==> config.mk <==
export PLATFORM = sky130hd
export DESIGN_NAME = ssp_ctrl
export DESIGN_NICKNAME = d
export VERILOG_FILES = /design/src/ssp_pkg.sv /design/src/ssp_ctrl.sv
export SDC_FILE = /design/constraint.sdc
export NUM_CORES = 1
export LEC_CHECK = 0
export BUFFER_PORTS_ARGS = -buffer_cell sky130_fd_sc_hd__buf_2
export CORE_AREA = 2 2 39 41
export CTS_CLUSTER_SIZE = 12
export DETAILED_ROUTE_END_ITERATION = 7
export DIE_AREA = 0 0 41 43
export PLACE_DENSITY = 0.69
export SYNTH_ARGS = -nofsm -noshare
export SYNTH_HDL_FRONTEND = slang
export SYNTH_SLANG_ARGS = --single-unit
==> constraint.sdc <==
create_clock -name clk -period 1.1 [get_ports clk]
set_input_delay 0.11 -clock clk [delete_from_list [all_inputs] [get_ports clk]]
set_output_delay 0.11 -clock clk [all_outputs]
set_load 0.005 [all_outputs]
==> src/ssp_pkg.sv <==
`default_nettype none
// ----------------------------------------------------------------------------
// ssp_pkg
// Shared types and constants of the servo slew pulse controller: payload
// structs, register and operation codes, controller states and the command
// and status groups between controller and datapath.
// ----------------------------------------------------------------------------
package ssp_pkg;

	localparam int DEFAULT_CHANNELS = 2;

	localparam int OP_W    = 2;
	localparam int CH_W    = 3;
	localparam int TGT_W   = 20;
	localparam int DT_W    = 16;
	localparam int ANGLE_W = 19;
	localparam int PULSE_W = 15;
	localparam int SLEW_W  = 14;

	// pulse map divider: 38-bit dividend, 20-bit divisor
	localparam int DIV_NW = 38;
	localparam int DIV_DW = 20;

	localparam int ADDR_W = 5;
	localparam int DATA_W = 32;

	localparam logic [ANGLE_W-1:0] CENTRE_MDEG      = 19'd90000;
	localparam logic [ANGLE_W-1:0] ANGLE_MIN_RESET  = 19'd0;
	localparam logic [ANGLE_W-1:0] ANGLE_MAX_RESET  = 19'd180000;
	localparam logic [PULSE_W-1:0] PULSE_MIN_RESET  = 15'd500;
	localparam logic [PULSE_W-1:0] PULSE_MAX_RESET  = 15'd2500;
	localparam logic [SLEW_W-1:0]  SLEW_RESET       = 14'd360;
	localparam logic [PULSE_W-1:0] PULSE_CAP        = 15'd20000;
	// half of the millidegree-per-microsecond scale, for round half up
	localparam logic [9:0]         STEP_HALF        = 10'd500;
	// divide by 125 after a shift by three: ceil(2^35 / 125), exact below 2^28
	localparam int                 STEP_SHIFT       = 35;
	localparam logic [28:0]        STEP_RECIP       = 29'd274877907;

	typedef enum logic [OP_W-1:0] {
		OP_SET   = 2'd0,
		OP_JUMP  = 2'd1,
		OP_TICK  = 2'd2,
		OP_QUERY = 2'd3
	} op_t;

	typedef enum logic [2:0] {
		REG_ANGLE_MIN = 3'd0,
		REG_ANGLE_MAX = 3'd1,
		REG_PULSE_MIN = 3'd2,
		REG_PULSE_MAX = 3'd3,
		REG_SLEW      = 3'd4
	} reg_idx_t;

	typedef enum logic [3:0] {
		S_IDLE,
		S_DECODE,
		S_SET,
		S_STEP,
		S_MOVE,
		S_MUL,
		S_PDIV,
		S_PWAIT,
		S_EMIT
	} state_t;

	typedef struct packed {
		op_t                      op;
		logic [CH_W-1:0]          channel;
		logic signed [TGT_W-1:0]  target_mdeg;
		logic [DT_W-1:0]          dt_us;
	} item_t;

	typedef struct packed {
		logic [CH_W-1:0]    out_channel;
		logic [PULSE_W-1:0] pulse_us;
		logic [ANGLE_W-1:0] angle_mdeg;
		logic [ANGLE_W-1:0] goal_mdeg;
		logic               last;
	} result_t;

	typedef struct packed {
		logic [ANGLE_W-1:0] angle_min_mdeg;
		logic [ANGLE_W-1:0] angle_max_mdeg;
		logic [PULSE_W-1:0] pulse_min_us;
		logic [PULSE_W-1:0] pulse_max_us;
		logic [SLEW_W-1:0]  slew_deg_per_s;
	} cfg_t;

	typedef struct packed {
		logic load;
		logic set_write;
		logic step_start;
		logic step_latch;
		logic move;
		logic mul;
		logic pulse_start;
		logic emit;
		logic next;
	} cmd_t;

	typedef struct packed {
		op_t  op;
		logic ch_valid;
		logic dt_zero;
		logic div_done;
		logic idx_last;
	} status_t;

endpackage
`default_nettype wire

==> src/ssp_ctrl.sv <==
`default_nettype none
// ----------------------------------------------------------------------------
// ssp_ctrl
// Sequencer for one operation at a time: decode, clamp and store, slew step
// scaling, per-channel move, multiply, divide and emit.
// ----------------------------------------------------------------------------
module ssp_ctrl (
	input  wire               clk,
	input  wire               arst_n,
	input  wire               start,
	input  ssp_pkg::status_t  status,
	output ssp_pkg::cmd_t     cmd,
	output logic              busy
);
	import ssp_pkg::*;

	state_t state_q;
	state_t state_next;

	always_ff @(posedge clk or negedge arst_n) begin
		if (!arst_n)
			state_q <= S_IDLE;
		else
			state_q <= state_next;
	end

	always_comb begin
		state_next = state_q;
		cmd        = '0;
		case (state_q)
			S_IDLE: begin
				if (start) begin
					cmd.load   = 1'b1;
					state_next = S_DECODE;
				end
			end
			S_DECODE: begin
				case (status.op)
					OP_SET, OP_JUMP: begin
						state_next = status.ch_valid ? S_SET : S_IDLE;
					end
					OP_TICK: begin
						if (status.dt_zero) begin
							state_next = S_IDLE;
						end else begin
							cmd.step_start = 1'b1;
							state_next     = S_STEP;
						end
					end
					default: begin
						state_next = status.ch_valid ? S_MUL : S_EMIT;
					end
				endcase
			end
			S_SET: begin
				cmd.set_write = 1'b1;
				state_next    = (status.op == OP_JUMP) ? S_MUL : S_IDLE;
			end
			S_STEP: begin
				cmd.step_latch = 1'b1;
				state_next     = S_MOVE;
			end
			S_MOVE: begin
				cmd.move   = 1'b1;
				state_next = S_MUL;
			end
			S_MUL: begin
				cmd.mul    = 1'b1;
				state_next = S_PDIV;
			end
			S_PDIV: begin
				cmd.pulse_start = 1'b1;
				state_next      = S_PWAIT;
			end
			S_PWAIT: begin
				if (status.div_done)
					state_next = S_EMIT;
			end
			S_EMIT: begin
				cmd.emit = 1'b1;
				if (status.op == OP_TICK && !status.idx_last) begin
					cmd.next   = 1'b1;
					state_next = S_MOVE;
				end else begin
					state_next = S_IDLE;
				end
			end
			default: begin
				state_next = S_IDLE;
			end
		endcase
	end

	assign busy = (state_q != S_IDLE);

endmodule
`default_nettype wire

Yosys cells after proc, flatten, opt, wreduce, memory -nomap -nowiden
Index checks and enable logic that the tools add are counted.

storage, ports and cells
  flip-flop bits (word level) = 4
  bits in latches = 0
  bits in writable memories = 0
  ROM bits = 0
  input bits = 9
  output and inout port bits = 10
  word-level logic and storage cells = 41
  memories kept = 0

cells by class
  add/sub/neg operators = 0
  multiply operators = 0
  div/mod/pow operators = 0
  $lt $le $gt $ge = 0
  equal/unequal tests = 12
  shifts and indexed selects = 0
  mux-type cells = 21
  bitwise gates (word level) = 0
  reduce and logical (&&, ||, !) cells = 7

operator list
  kind                count
  $pmux 4 s9          1
  $eq 4x3->1 const B  4
  $mux 4              3
  $mux 1              11
  $eq 4x2->1 const B  2
  $pmux 4 s2          1
  $mux 2              3
  $mux 3              2
  $eq 4x1->1 const B  1
  $eq 4x4->1 const B  1
  $logic_not 4->1     1
  $ne 2x2->1 const B  2
  $reduce_bool 4->1   1
  $eq 2x1->1 const B  1
  $eq 2x2->1 const B  1
  $logic_not 2->1     1
  $reduce_and 2->1    1
  $reduce_or 2->1     1
  $logic_and 1x1->1   1
  $logic_not 1->1     1

Depth between registers and ports, before layout
  depth in word-level cells = 4
  mapped depth = 5

Worst setup path after synthesis
No wires, ideal clock.

  path type = reg2reg
  start = register state_q[0]
  end = register state_q[3]
  arrival = 1.064 ns
  setup slack = -0.071 ns
  cell stages (with the launch flop) = 6
  buffers on the path = 1
  cell sequence = dfrtp_1 -> buf_6 -> and3b_1 -> o21ai_2 -> nand3_2 -> a2111oi_4

on the way
  longest elaborated chain between the ends = 3

RTL lines
  item                                                  line            text
  from (decl)                                           ssp_ctrl.sv:17  state_t state_q;
  from (signal assigned)                                ssp_ctrl.sv:24  state_q <= state_next;
  $eq 4x3->1 / $logic_not 4->1 (equally long branches)  ssp_ctrl.sv:30  case (state_q)
  $ne 2x2->1 (no line)                                  --
  $reduce_and 2->1 (no line)                            --

Parallel ways exist; a longest one is shown, timed or not.
A chain may end at the register's enable or synchronous reset.

==> metrics.cfg <==
[status]
status=finished, violations left
failed_checks=setup timing

[floorplanning]
start_util_pct=32.64
die_area_mm2=0.001763
die_w_um=41
die_h_um=43
core_area_mm2=0.001384
rows=14
ios=19

[finish]
final_core_util_pct=62.48
reg_top3=state_q: 4 flops
antennaDiodeCount=0
final_nets=110
largest_register_ffs=4
drive_gt1_share_pct=70.71
syn_to_final_growth_pct=91.41
regMostFlops=state_q
final_area_um2=864.6

[min_path]
min_from=status[1]
hold_path_class=in -> reg

[critical_path]
reg2reg_from=state_q[0]
cp_data_required_time_ns=0.99
path_class=reg -> out
cp-start-kind=flop
cp_max_fo=7
arrival_ns=1.28
startpoint=state_q[1]
crit_path_end_kind=output port

[clock_network]
cts_root_buf=clkbuf_4
cts_tree=built
clk-insertion-delay-late_ns=0.23
numCtsBuffers=3
cts_sinks=4
ctsLongestPathBuffers=2
htreeDepth=1
clk_pin_slew_ns=0.04

[global_routing]
grt_pass1_vias=541
gr-usage-all-layers_pct=18.67
grt_pass1_wl_um=2242
grt_max_degree=9
antenna_found_initial=0
grt_overflow=0

[job]
maxCapViolCount=0

[timing]
period_needed_ns=1.392
hold_viol=0
fin_setup_tns_ns=-2.872
setup_viol=14
finalCritPeriodShare_pct=126.5
setup_slack_ns=-0.2918
slew_headroom_pct=84.08
fin_skew_ns=0.002356
grt_setup_unrepaired=yes
finalMaxSlewViolations=0
clock.fmax_mhz=718.5
tightest_slew_ns=0.2388

[drt]
vias=583
vias_per_cell=5.070
drt_iter0_drc=13
routed_wl_um=1501
drt-pass1-iter-count=4
ant_nets=0
wl_per_cell_um=13.05
drc=0

[placement]
placed_area_um2=620.6
port-buffer-count=18
gp_congestion=0.8215
hpwl_um=939.1

[power_and_ir_drop]
power_density_mw_per_mm2=2845
irDropWorstVdd_mv=1.445
leakagePower_nw=0.4235

[synth]
synth_common_cells=nand2_1, nor2_1, dfrtp_1, inv_1, nand2b_1
synth_cells=56
yosysSeqAreaShare_pct=22.16
synth_top_area_cell=dfrtp_1
syn-num-nets=65
yosysTopAreaCellShare_pct=22.16
ys_ff_latch=4
synth_cell_type_count=30
synth-edff-count=0
synthArstFlopShare_pct=100.0
yosys_most_used_dff=dfrtp_1
syn_avg_cell_area_um2=8.066
synth_warnings=0
syn_area_um2=451.7
synth.area.top_cells=dfrtp_1, nand2_1, nor2_1

-- placed cells by master (no fill, tap or decap), types with 2 or more instances in the layout --
cell	count
buf_4	15
nand2b_1	2
nor2_1	6
inv_2	2
buf_6	9
nand2_2	2
nand2_1	6
a2111oi_4	2
nand2b_4	3
nor2_4	3
inv_1	3
nor3_2	2
dfrtp_2	4
clkbuf_4	3
buf_2	19
-- where the power goes --
part           switching (mW)  total (mW)  internal (mW)
Combinational           0.845        1.88           1.04
Clock                  0.0524       0.174          0.121
Sequential              0.169       0.402          0.233
-- final cells by class --
type / count / area [um^2]
sequential: 4 / 105.1
multi-input combinational: 43 / 379.1
clock buffer: 3 / 22.52
inverter: 5 / 18.77
fill: 115 / 519.2
timing repair buffer: 44 / 319.1
tap: 16 / 20.02
-- layer usage --
metal  vias up  share of wire (%)  routed length (um)  global-route usage (%)
li1        290                  -                   -                       -
met1       268                 39                 590                   20.92
met2        23                 54                 804                   30.31
met3         2                6.1                  92                   4.712
met4         0               0.93                  14                   10.00
met5         -                  0                   0                       0
-- critical path: stages, from the launching register on --
cell and delay [ns]:
dfrtp_2 0.47, nor3_4 0.23, nand2_2 0.09, nor3_2 0.12, buf_2 0.14
-- path summary, 6_finish.rpt --
path / depth (start not counted) / end / slack, ns
max: 4 / cmd[0] / -0.29
min: 2 / state_q[0] / 0.13
max reg2reg: 5 / state_q[3] / -0.22
min reg2reg: 2 / state_q[1] / 0.71
max in group asynchronous: 2 / state_q[0] / 0.75
min in group asynchronous: 2 / state_q[3] / 0.22
-- repair_timing --
action,in CTS,in global routing
resized for setup,19,10
hold buffers,1,0
hold endpoints to repair,4,0
buffers inserted,10,3
endpoints found under the setup margin,14,14
pin swaps,10,7
-- metrics by stage --
stage	hold WS, ns	cells	setup slack, ns	total power, mW
2_1_floorplan	-0.1856	56	-0.07049	1.109
3_3_place_gp	-0.08344	98	-0.2512	1.463
3_5_place_dp	-0.08177	98	-0.2257	1.472
4_1_cts	0.1234	112	-0.2704	2.220
5_1_grt	0.1416	115	-0.3585	2.627
6_report	0.1344	115	-0.2918	2.460
-- logic make-up after synthesis --
kind of cell | synth area share, %
compound gates | 24.93
simple gates | 40.45
buf+inv | 12.46
flops | 22.16
Power figures use the tool's default switching activity.
